## config.mk

```make
export PLATFORM = sky130hd
export DESIGN_NAME = prefix_expression_evaluator
export DESIGN_NICKNAME = d
export VERILOG_FILES = /design/src/design/pee_pkg.sv /design/src/design/prefix_expression_evaluator.sv
export VERILOG_INCLUDE_DIRS = /design/src /design/src/design
export SDC_FILE = /design/constraint.sdc
export NUM_CORES = 2
export LEC_CHECK = 0
export ABC_AREA = 1
export BUFFER_PORTS_ARGS = -buffer_cell sky130_fd_sc_hd__buf_2
export CAP_MARGIN = 20
export CELL_PAD_IN_SITES_DETAIL_PLACEMENT = 1
export CELL_PAD_IN_SITES_GLOBAL_PLACEMENT = 1
export CORE_AREA = 2 2 516 518
export DETAILED_ROUTE_END_ITERATION = 16
export DIE_AREA = 0 0 518 520
export MAX_ROUTING_LAYER = met4
export PLACE_DENSITY = 0.79
export SLEW_MARGIN = 30
export SYNTH_ARGS = -nofsm -noshare
export SYNTH_HDL_FRONTEND = slang
export SYNTH_SLANG_ARGS = --single-unit
export TNS_END_PERCENT = 5
```

## constraint.sdc

```tcl
create_clock -name aclk -period 8.8 [get_ports aclk]
set_input_delay 1.32 -clock aclk [delete_from_list [all_inputs] [get_ports aclk]]
set_output_delay 1.32 -clock aclk [all_outputs]
set_load 0.005 [all_outputs]
```

## src/design/prefix_expression_evaluator_defines.svh

```systemverilog
// ----------------------------------------------------------------------------
// Assertion macros for the prefix expression evaluator
// Shared helpers that wrap clocked implication checks.
// ----------------------------------------------------------------------------
`ifndef PREFIX_EXPRESSION_EVALUATOR_DEFINES_SVH
`define PREFIX_EXPRESSION_EVALUATOR_DEFINES_SVH

// Same-cycle implication, disabled while reset is asserted (active low).
`define PEE_ASSERT_IMP(label, clk, rstn, ante, cons) \
    label: assert property (@(posedge clk) disable iff (!(rstn)) (ante) |-> (cons)) \
        else $error("%m: same-cycle check failed");

// Next-cycle implication, disabled while reset is asserted (active low).
`define PEE_ASSERT_NXT(label, clk, rstn, ante, cons) \
    label: assert property (@(posedge clk) disable iff (!(rstn)) (ante) |=> (cons)) \
        else $error("%m: next-cycle check failed");

`endif

```

## src/design/pee_pkg.sv

```systemverilog
// ----------------------------------------------------------------------------
// pee_pkg
// Types and constants for the prefix expression evaluator.
// ----------------------------------------------------------------------------
`timescale 1ns / 1ps
`default_nettype none

package pee_pkg;

    localparam int STACK_DEPTH = 64;
    localparam int VALUE_WIDTH = 32;
    localparam int ADDR_W      = $clog2(STACK_DEPTH);
    localparam int CNT_W       = ADDR_W + 1;

    localparam int KIND_W      = 3;
    localparam int DIGIT_W     = 4;
    localparam int OUT_VALUE_W = 32;
    localparam int STATUS_W    = 2;
    localparam int IN_TDATA_W  = 8;
    localparam int OUT_TDATA_W = 40;

    localparam logic [CNT_W-1:0] CNT_ONE   = CNT_W'(1);
    localparam logic [CNT_W-1:0] CNT_TWO   = CNT_W'(2);
    localparam logic [CNT_W-1:0] CNT_THREE = CNT_W'(3);
    localparam logic [CNT_W-1:0] CNT_FULL  = CNT_W'(STACK_DEPTH);

    // token kinds
    localparam logic [KIND_W-1:0] KIND_DIGIT = 3'd0;
    localparam logic [KIND_W-1:0] KIND_ADD   = 3'd1;
    localparam logic [KIND_W-1:0] KIND_SUB   = 3'd2;
    localparam logic [KIND_W-1:0] KIND_MUL   = 3'd3;
    localparam logic [KIND_W-1:0] KIND_SEL   = 3'd4;

    // result status codes
    localparam logic [STATUS_W-1:0] ST_OK        = 2'd0;
    localparam logic [STATUS_W-1:0] ST_OVERFLOW  = 2'd1;
    localparam logic [STATUS_W-1:0] ST_MALFORMED = 2'd2;

    typedef enum logic [1:0] {
        OP_ADD = 2'd0,
        OP_SUB = 2'd1,
        OP_MUL = 2'd2,
        OP_SEL = 2'd3
    } op_code_t;

    typedef struct packed {
        logic                   is_op;
        op_code_t               code;
        logic [VALUE_WIDTH-1:0] value;
    } entry_t;

endpackage

`default_nettype wire

```

## src/design/prefix_expression_evaluator.sv

```systemverilog
// ----------------------------------------------------------------------------
// prefix_expression_evaluator
// Stack-based evaluator of prefix expressions, one token per transaction.
// ----------------------------------------------------------------------------
// Usage:
//   Slave channel s_*: one token per transaction. s_tdata[2:0] is the kind
//   (digit, add, subtract, multiply, select), s_tdata[6:3] the digit, and
//   s_tlast marks the final token of an expression.
//   Master channel m_*: one result per expression, sent after the token that
//   carries s_tlast. m_tdata[31:0] is the value, m_tdata[33:32] the status.
//   Flow: an operator, an ignored token or an operand dropped on a full
//   stack is handled as it is taken. An operand passes through S_RD, then
//   S_RED for a binary reduction and S_SEL for a select reduction, looping
//   back to S_RD after each reduction, and ends in S_WB, which pushes it;
//   the stack sits in a memory read through one registered port pair and one
//   reduction is evaluated per pass. A last token then passes S_OUT to load
//   the result register. s_tready is low while a token is being worked on.
//   Reset clears the stack count, overflow flag and output valid; stack
//   contents need no clearing. A stalled receiver holds the result in the
//   output register; the block keeps taking tokens until a further result
//   is ready, then waits for the register to free up.
// ----------------------------------------------------------------------------
`timescale 1ns / 1ps
`default_nettype none

`include "prefix_expression_evaluator_defines.svh"

module prefix_expression_evaluator (
    input  wire logic                              aclk,
    input  wire logic                              aresetn,
    input  wire logic                              s_tvalid,
    output logic                                   s_tready,
    // [2:0] kind, [6:3] digit, [7] zero
    input  wire logic [pee_pkg::IN_TDATA_W-1:0]    s_tdata,
    input  wire logic                              s_tlast,
    output logic                                   m_tvalid,
    input  wire logic                              m_tready,
    // [31:0] value, [33:32] status, [39:34] zero
    output logic [pee_pkg::OUT_TDATA_W-1:0]        m_tdata
);

    typedef enum logic [5:0] {
        S_IDLE = 6'b000001,
        S_RD   = 6'b000010,
        S_RED  = 6'b000100,
        S_SEL  = 6'b001000,
        S_WB   = 6'b010000,
        S_OUT  = 6'b100000
    } state_t;

    state_t                                state_reg, state_next;
    logic [pee_pkg::CNT_W-1:0]             cnt_reg, cnt_next;
    logic                                  ovf_reg, ovf_next;
    logic                                  last_reg, last_next;
    logic                                  top_is_op_reg, top_is_op_next;
    logic [pee_pkg::VALUE_WIDTH-1:0]       top_val_reg, top_val_next;
    logic [pee_pkg::VALUE_WIDTH-1:0]       b_reg, b_next;
    logic                                  sel_pos_reg, sel_pos_next;
    logic                                  m_valid_reg, m_valid_next;
    logic [pee_pkg::OUT_TDATA_W-1:0]       m_data_reg, m_data_next;

    pee_pkg::entry_t                       stack_mem [pee_pkg::STACK_DEPTH];
    pee_pkg::entry_t                       rd0_reg, rd1_reg;
    pee_pkg::entry_t                       wr_data;
    logic                                  wr_en;
    logic [pee_pkg::ADDR_W-1:0]            rd0_addr, rd1_addr;

    logic [pee_pkg::KIND_W-1:0]            s_kind;
    logic [pee_pkg::DIGIT_W-1:0]           s_digit;
    logic                                  accept;
    logic                                  has_room;
    logic                                  out_free;
    logic                                  bin_hit;
    logic                                  sel_cand;
    logic                                  sel_hit;
    logic [pee_pkg::VALUE_WIDTH-1:0]       alu_res;
    logic [pee_pkg::CNT_W-1:0]             cnt_m1, cnt_m2, cnt_m3;
    logic                                  top_ok;
    logic [pee_pkg::STATUS_W-1:0]          status;

    assign s_kind   = s_tdata[2:0];
    assign s_digit  = s_tdata[6:3];
    assign s_tready = (state_reg == S_IDLE);
    assign accept   = s_tvalid && s_tready;
    assign has_room = (cnt_reg < pee_pkg::CNT_FULL);
    assign out_free = !m_valid_reg || m_tready;

    assign cnt_m1   = cnt_reg - pee_pkg::CNT_ONE;
    assign cnt_m2   = cnt_reg - pee_pkg::CNT_TWO;
    assign cnt_m3   = cnt_reg - pee_pkg::CNT_THREE;
    assign rd0_addr = cnt_m1[pee_pkg::ADDR_W-1:0];
    // the select check needs the entry below the two operands
    assign rd1_addr = (state_reg == S_RED) ? cnt_m3[pee_pkg::ADDR_W-1:0]
                                           : cnt_m2[pee_pkg::ADDR_W-1:0];

    // rd0 holds the entry just below the pending operand, rd1 the one below it
    assign bin_hit  = !rd0_reg.is_op && rd1_reg.is_op && (rd1_reg.code != pee_pkg::OP_SEL);
    assign sel_cand = !rd0_reg.is_op && !rd1_reg.is_op && (cnt_reg >= pee_pkg::CNT_THREE);
    assign sel_hit  = rd1_reg.is_op && (rd1_reg.code == pee_pkg::OP_SEL);

    // shared arithmetic unit
    always_comb begin
        unique case (rd1_reg.code)
            pee_pkg::OP_ADD: alu_res = rd0_reg.value + b_reg;
            pee_pkg::OP_SUB: alu_res = rd0_reg.value - b_reg;
            pee_pkg::OP_MUL: alu_res = pee_pkg::VALUE_WIDTH'(rd0_reg.value * b_reg);
            default:         alu_res = rd0_reg.value;
        endcase
    end

    assign top_ok = (cnt_reg != '0) && !top_is_op_reg;

    always_comb begin
        priority if (ovf_reg) begin
            status = pee_pkg::ST_OVERFLOW;
        end else if (!top_ok) begin
            status = pee_pkg::ST_MALFORMED;
        end else begin
            status = pee_pkg::ST_OK;
        end
    end

    always_comb begin
        state_next     = state_reg;
        cnt_next       = cnt_reg;
        ovf_next       = ovf_reg;
        last_next      = last_reg;
        top_is_op_next = top_is_op_reg;
        top_val_next   = top_val_reg;
        b_next         = b_reg;
        sel_pos_next   = sel_pos_reg;
        m_valid_next   = m_valid_reg && !m_tready;
        m_data_next    = m_data_reg;
        wr_en          = 1'b0;
        wr_data        = '{is_op: 1'b0, code: pee_pkg::OP_ADD, value: b_reg};

        unique case (state_reg)
            S_IDLE: begin
                if (accept) begin
                    last_next  = s_tlast;
                    state_next = s_tlast ? S_OUT : S_IDLE;
                    if (s_kind == pee_pkg::KIND_DIGIT) begin
                        if (has_room) begin
                            b_next     = pee_pkg::VALUE_WIDTH'(s_digit);
                            state_next = S_RD;
                        end else begin
                            ovf_next = 1'b1;
                        end
                    end else if (s_kind == pee_pkg::KIND_ADD || s_kind == pee_pkg::KIND_SUB ||
                                 s_kind == pee_pkg::KIND_MUL || s_kind == pee_pkg::KIND_SEL) begin
                        if (has_room) begin
                            wr_en          = 1'b1;
                            wr_data        = '{is_op: 1'b1,
                                               code:  pee_pkg::op_code_t'(2'(s_kind - 3'd1)),
                                               value: '0};
                            cnt_next       = cnt_reg + pee_pkg::CNT_ONE;
                            top_is_op_next = 1'b1;
                        end else begin
                            ovf_next = 1'b1;
                        end
                    end
                end
            end
            S_RD: begin
                state_next = (cnt_reg >= pee_pkg::CNT_TWO) ? S_RED : S_WB;
            end
            S_RED: begin
                if (bin_hit) begin
                    b_next     = alu_res;
                    cnt_next   = cnt_m2;
                    state_next = S_RD;
                end else if (sel_cand) begin
                    sel_pos_next = (rd1_reg.value != '0) &&
                                   !rd1_reg.value[pee_pkg::VALUE_WIDTH-1];
                    state_next   = S_SEL;
                end else begin
                    state_next = S_WB;
                end
            end
            S_SEL: begin
                if (sel_hit) begin
                    b_next     = sel_pos_reg ? rd0_reg.value : b_reg;
                    cnt_next   = cnt_m3;
                    state_next = S_RD;
                end else begin
                    state_next = S_WB;
                end
            end
            S_WB: begin
                wr_en          = 1'b1;
                cnt_next       = cnt_reg + pee_pkg::CNT_ONE;
                top_is_op_next = 1'b0;
                top_val_next   = b_reg;
                state_next     = last_reg ? S_OUT : S_IDLE;
            end
            S_OUT: begin
                // hold until the output register can take the result
                if (out_free) begin
                    m_valid_next = 1'b1;
                    m_data_next  = {6'd0, status,
                                    top_ok ? pee_pkg::OUT_VALUE_W'(top_val_reg)
                                           : pee_pkg::OUT_VALUE_W'(0)};
                    cnt_next     = '0;
                    ovf_next     = 1'b0;
                    state_next   = S_IDLE;
                end
            end
            default: begin
                state_next = S_IDLE;
            end
        endcase
    end

    always_ff @(posedge aclk) begin
        if (!aresetn) begin
            state_reg     <= S_IDLE;
            cnt_reg       <= '0;
            ovf_reg       <= 1'b0;
            last_reg      <= 1'b0;
            top_is_op_reg <= 1'b0;
            m_valid_reg   <= 1'b0;
        end else begin
            state_reg     <= state_next;
            cnt_reg       <= cnt_next;
            ovf_reg       <= ovf_next;
            last_reg      <= last_next;
            top_is_op_reg <= top_is_op_next;
            m_valid_reg   <= m_valid_next;
        end
    end

    always_ff @(posedge aclk) begin
        top_val_reg <= top_val_next;
        b_reg       <= b_next;
        sel_pos_reg <= sel_pos_next;
        m_data_reg  <= m_data_next;
    end

    // stack memory: one write port, two registered read ports
    always_ff @(posedge aclk) begin
        if (wr_en) begin
            stack_mem[cnt_reg[pee_pkg::ADDR_W-1:0]] <= wr_data;
        end
        rd0_reg <= stack_mem[rd0_addr];
        rd1_reg <= stack_mem[rd1_addr];
    end

    assign m_tvalid = m_valid_reg;
    assign m_tdata  = m_data_reg;

    `PEE_ASSERT_IMP(a_cnt_bound, aclk, aresetn, 1'b1, cnt_reg <= pee_pkg::CNT_FULL)
    `PEE_ASSERT_NXT(a_bin_pop, aclk, aresetn, (state_reg == S_RED) && bin_hit, cnt_reg == $past(cnt_reg) - pee_pkg::CNT_TWO)
    `PEE_ASSERT_NXT(a_out_clear, aclk, aresetn, (state_reg == S_OUT) && out_free, (cnt_reg == '0) && !ovf_reg && m_valid_reg)

endmodule

`default_nettype wire

```

# Word-level counts from Yosys, hierarchy flattened
# Memories as Yosys holds them, arrays and structs flattened. A register that Yosys moved wholly into a read port is not among the register bits.
# Cells that the tools add are included.
[totals]
regBits = 116
ramBits = 2240
input_bits = 13
out_inout_bits = 42
elab_cells = 137
mem_count = 1
[mem_list]
columns = ["name", "words", "word_bits", "rd", "rd_ports_with_merged_regs", "wr", "line", "rtl"]
rows = [
  ["stack_mem", 64, 35, 2, 2, 1, "prefix_expression_evaluator.sv:62", "pee_pkg::entry_t stack_mem [pee_pkg::STACK_DEPTH];"],
]
[op_classes]
addsub = 7
multipliers = 1
n_lt_le_gt_ge = 3
n_eq_ne = 24
muxes = 54
bitwise = 1
n_reduce_logical = 35
[ops]
columns = ["operator", "n"]
rows = [
  ["two-way mux 32 bit", 6],
  ["case mux 32 bit (3 select lines)", 2],
  ["two-way mux 35 bit", 5],
  ["two-way mux 7 bit", 7],
  ["two-way mux 6 bit", 7],
  ["case mux 6 bit (6 select lines)", 1],
  ["case mux 7 bit (5 select lines)", 1],
  ["adder 32 bit", 1],
  ["multiplier 32 x 32 -> 32 bit", 1],
  ["nonzero test 32 bit", 1],
  ["subtractor 32 bit", 1],
  ["two-way mux 5 bit", 4],
  ["two-way mux 1 bit", 17],
  ["greater-or-equal comparator 7 x 2 -> 1 bit, second input constant", 2],
  ["subtractor 7 x 2 -> 7 bit, second input constant", 2],
  ["!= test 2 bit, second input constant", 6],
  ["logical AND 1 bit", 9],
  ["!= test 2 x 1 -> 1 bit, second input constant", 4],
  ["AND reduction 8 bit", 1],
  ["adder 7 x 1 -> 7 bit, second input constant", 1],
  ["less-than comparator 7 bit, second input constant", 1],
  ["AND reduction 7 bit", 1],
  ["nonzero test 7 bit", 1],
  ["equality test 3 x 2 -> 1 bit, second input constant", 2],
  ["27 further kinds", 41],
]

# Longest topological paths before layout
[depth]
word_depth = 10
ltp_mapped = 40
ltp_nobuf = 38

# Least setup slack after synthesis
# No wires, ideal clock.
[synth_path]
path_type = "input to register"
from = "input s_tdata[0] (netlist name)"
to = "register b_reg[0] (netlist name) (enable)"
setup_ns = 0.594
arrival_ns = 6.804
required_time_ns = 8.206
setup_slack_ns = 1.402
stages = 6
n_path_buf = 0
path_cell_list = "inv_1 > ha_1 > nand2_1 > inv_1 > a31oi_1 > a2111oi_0"
[synth_via]
elab_chain_cells = 3
[synth_rtl]
columns = ["item", "line", "rtl"]
rows = [
  ["start: declaration", "prefix_expression_evaluator.sv:34", "input wire logic [pee_pkg::IN_TDATA_W-1:0] s_tdata,"],
  ["logical NOT 3 bit", "prefix_expression_evaluator.sv:142", "if (s_kind == pee_pkg::KIND_DIGIT) begin"],
  ["!= test 2 x 1 -> 1 bit (no line)", "-", ""],
  ["AND reduction 7 bit (no line)", "-", ""],
  ["end signal: assignment", "prefix_expression_evaluator.sv:234", "b_reg <= b_next;"],
  ["end: declaration", "prefix_expression_evaluator.sv:57", "logic [pee_pkg::VALUE_WIDTH-1:0] b_reg, b_next;"],
]
# No other way between the ends.
# A chain may end at the register's enable or synchronous reset.

# Worst setup path after layout
[layout_path]
from = "register b_reg[6] (netlist name)"
to = "register b_reg[27] (netlist name) (data pin)"
[layout_via]
elab_chain_cells = 4
elab_cells_between_ends = 6
cone_classes = "add/sub: 2; mul: 1; mux: 3"
[layout_rtl]
columns = ["item", "line", "rtl"]
rows = [
  ["multiplier 32 x 32 -> 32 bit, or another cell as far along", "prefix_expression_evaluator.sv:106", "pee_pkg::OP_MUL: alu_res = pee_pkg::VALUE_WIDTH'(rd0_reg.value * b_reg);"],
  ["case mux 32 bit (3 select lines) (*)", "prefix_expression_evaluator.sv:103", "unique case (rd1_reg.code)"],
  ["two-way mux 32 bit (*)", "prefix_expression_evaluator.sv:168", "if (bin_hit) begin"],
  ["case mux 32 bit (3 select lines) (*)", "prefix_expression_evaluator.sv:137", "unique case (state_reg)"],
  ["net b_next, one bit", "prefix_expression_evaluator.sv:57", ""],
]
# Mark *: on every way through the listed nets, which the timed path passes. The rest lies on a longest branch. The select of a mux whose other input is x is not followed.

==> flow_metrics.py <==
metrics = {
    "timing": {
        "final_max_slew_viol_count": 0,
        "rsz0062_at_grt": "false",
        "period_minus_slack_ns": 7.866,
        "relSlewSlack_pct": 21.30,
        "fin_setup_tns_ns": 0,
        "tightest_slew_ns": 1.168,
        "fmax_mhz": 127.1,
        "finalClockSkew_ns": 0.06209,
        "period_share_pct": 89.39,
        "setup_viol": 0,
        "hold_viol": 0,
    },
    "route": {
        "vias_per_cell": 6.830,
        "drt_drc_violations_left": 0,
        "post_drt_wl_per_cell_um": 31.89,
        "via_count": 117900,
        "totalWireLength_mm": 550.5,
        "ant_nets": 0,
        "first_pass_iters": 8,
        "detail_route.iter0.violations": 17820,
    },
    "finish": {
        "area_delta_synth_final_pct": 9.422,
        "multi_input_area_um2": 52960,
        "seq_area_um2": 71950,
        "mostFrequentLayoutCells": "2,734 x o21ai_0, 2,339 x edfxtp_1, 1,949 x nor2_1",
        "largest_reg_flops": 2240,
        "nFillCells": 28930,
        "drive_above_1_share_pct": 6.822,
        "layout_commonest_cell": "o21ai_0",
        "layout.nets": 14090,
    },
    "worst_setup_path": {
        "cp-start-kind": "register",
        "worstPathRequired_ns": 9.40,
        "cp_common_cell": "fa_1",
        "crit_chain": "buf_4 > nand2_1 > inv_1 > fa_1 > fa_1 > fa_1 > inv_1 > fa_1 > inv_1 > fa_1 > fa_1 > fa_1 > fa_1 > ha_1 > a21oi_1 > o21ai_0 > a21oi_1 > nand3_1 > nand3_1 > nand2_1 > a21oi_1 > o21ai_0 > nand3_1 > o21ai_0",
        "path_class": "reg2reg",
        "crit_path_top_delay_cell": "edfxtp_1",
        "crit_path_end_kind": "register",
        "crit_fanout": 11,
        "crit_arrival_ns": 8.47,
        "max_stage_delay_ns": 0.98,
    },
    "global_route": {
        "grt_start_max_net_pins": 217,
        "antenna_found_initial": 34,
        "gr-total-overflow": 0,
        "grt_pass1_wl_mm": 798.7,
        "grt_pass1_vias": 122300,
        "groute.usage.overall_pct": 40.98,
    },
    "floorplan": {
        "start_util_pct": 50.74,
        "die-width_um": 518,
        "core.rowCount": 189,
        "io_pins": 55,
        "fp.dieH_um": 520,
        "die-area_um2": 269400,
        "core_area_um2": 263900,
    },
    "clocking": {
        "cts_buffers": 276,
        "clk_pin_slew_ns": 0.07,
        "cts_buffer_depth": 4,
        "htree_levels": 5,
        "ctsHoldBuffers": 0,
        "post_cts_resized": 0,
        "cts_num_sinks": 2424,
        "cts_tree": "done",
        "root_buffer": "clkbuf_16",
        "clock_latency_ns": 0.91,
        "cts_setup_buffers": 0,
    },
    "logic_synthesis": {
        "synth_edf_count": 2339,
        "synthTopCellsByArea": "edfxtp_1 52%, o21ai_0 10%, fa_1 6.1%",
        "synthArstFlopShare_pct": 0,
        "synth_cell_types": 64,
        "yosys_warnings": 0,
        "synth-seq-cells": 2424,
        "synth.top_cell.area_share_pct": 52.45,
        "synthFlopType": "edfxtp_1",
        "synthCells": 13920,
        "yosys.area.top_type": "edfxtp_1",
        "netlist_area_um2": 133900,
        "ys_seq_area_share_pct": 53.72,
        "syn_avg_cell_area_um2": 9.619,
    },
    "min_path": {
        "holdCritPathClass": "reg2reg",
    },
    "placed_design": {
        "dp_hpwl_mm": 324.0,
        "portBuffers": 47,
        "place.gp.congestion": 0.9628,
    },
    "run_status": {
        "status": "completed",
    },
    "job": {
        "drv_cap": 0,
    },
}
## critical path, delay by kind of cell (launching register included)
kind	cells	cell delay, ns
compound gates	6	1.06
fa+ha+maj	9	4.34
buf+inv	4	0.57
flops	1	0.98
simple gates	5	0.58
## Yosys cell counts (8+ instances only)
| cell type | n |
|---|---|
| nand4_1 | 20 |
| o2111ai_1 | 9 |
| buf_2 | 158 |
| o22ai_1 | 514 |
| buf_4 | 58 |
| o21ai_0 | 2734 |
| nor4_1 | 10 |
| nand3_1 | 315 |
| nor3_1 | 38 |
| ha_1 | 168 |
| nand3b_1 | 8 |
| o21ai_1 | 77 |
| dfxtp_1 | 85 |
| inv_1 | 1328 |
| edfxtp_1 | 2339 |
| a21o_1 | 12 |
| or2_2 | 13 |
| nand2_1 | 1261 |
| inv_2 | 17 |
| o31ai_1 | 21 |
| xor2_1 | 58 |
| nor2_1 | 2046 |
| a21oi_1 | 540 |
| fa_1 | 409 |
| o211ai_1 | 462 |
| buf_6 | 45 |
| xnor2_1 | 30 |
| o221ai_1 | 200 |
| a221oi_1 | 26 |
| buf_1 | 67 |
| a31oi_1 | 15 |
| clkbuf_1 | 764 |
## final timing paths
path	from	end	slack [ns]	cells past startpoint
setup / recovery	b_reg[6]	b_reg[27]	0.93	24
hold / removal	last_reg	last_reg	0.54	2
setup reg to reg	b_reg[6]	b_reg[27]	0.93	24
hold reg to reg	last_reg	last_reg	0.54	2
## kinds of logic after synthesis
family                     after synthesis  synth area share (%)
and+or+nand+nor                       3718                 10.89
DFF                                   2424                 53.72
adders and majority gates              577                 7.684
buffers and inverters                 2447                 7.440
AOI/OAI and AO/OA                     4665                 19.66
other                                    1              0.002800
xor gates and xnor gates                89                0.5961
## metrics by stage
stage                     instance area [um^2]  util, %  setup WS [ns]  hold WS, ns  cells
after floorplan                         133900        -          1.402       0.4244  13930
after global placement                  137500    52.08          1.091       0.5050  16740
after detailed placement                137800    52.21         0.9695       0.5197  16750
after CTS                               146300    55.45         0.9271       0.5367  17230
after global routing                    146500    55.52         0.5659       0.5647  17260
final                                   146500    55.52         0.9340       0.5424  17260
## final cells by class
type / count / area share [%]
clock inverter: 133 / 0.7694
sequential: 2424 / 49.10
inverter: 1353 / 3.516
multi-input combinational: 9055 / 36.14
antenna: 23 / 0.03928
clock buffer: 351 / 5.057
timing repair buffer: 389 / 2.356
tap: 3533 / 3.017
## routing by layer
layer | track usage (%) | vias to the layer above | part of all wire, %
li1 | - | 48070 | -
met1 | 49.58 | 59070 | 36
met2 | 62.80 | 8469 | 46
met3 | 8.926 | 2273 | 12
met4 | 25.32 | 0 | 7.0
met5 | - | - | 0
Power is left out: the tool's default activity adds up to more than one toggle a clock period on the data nets, which glitch-free logic cannot reach.
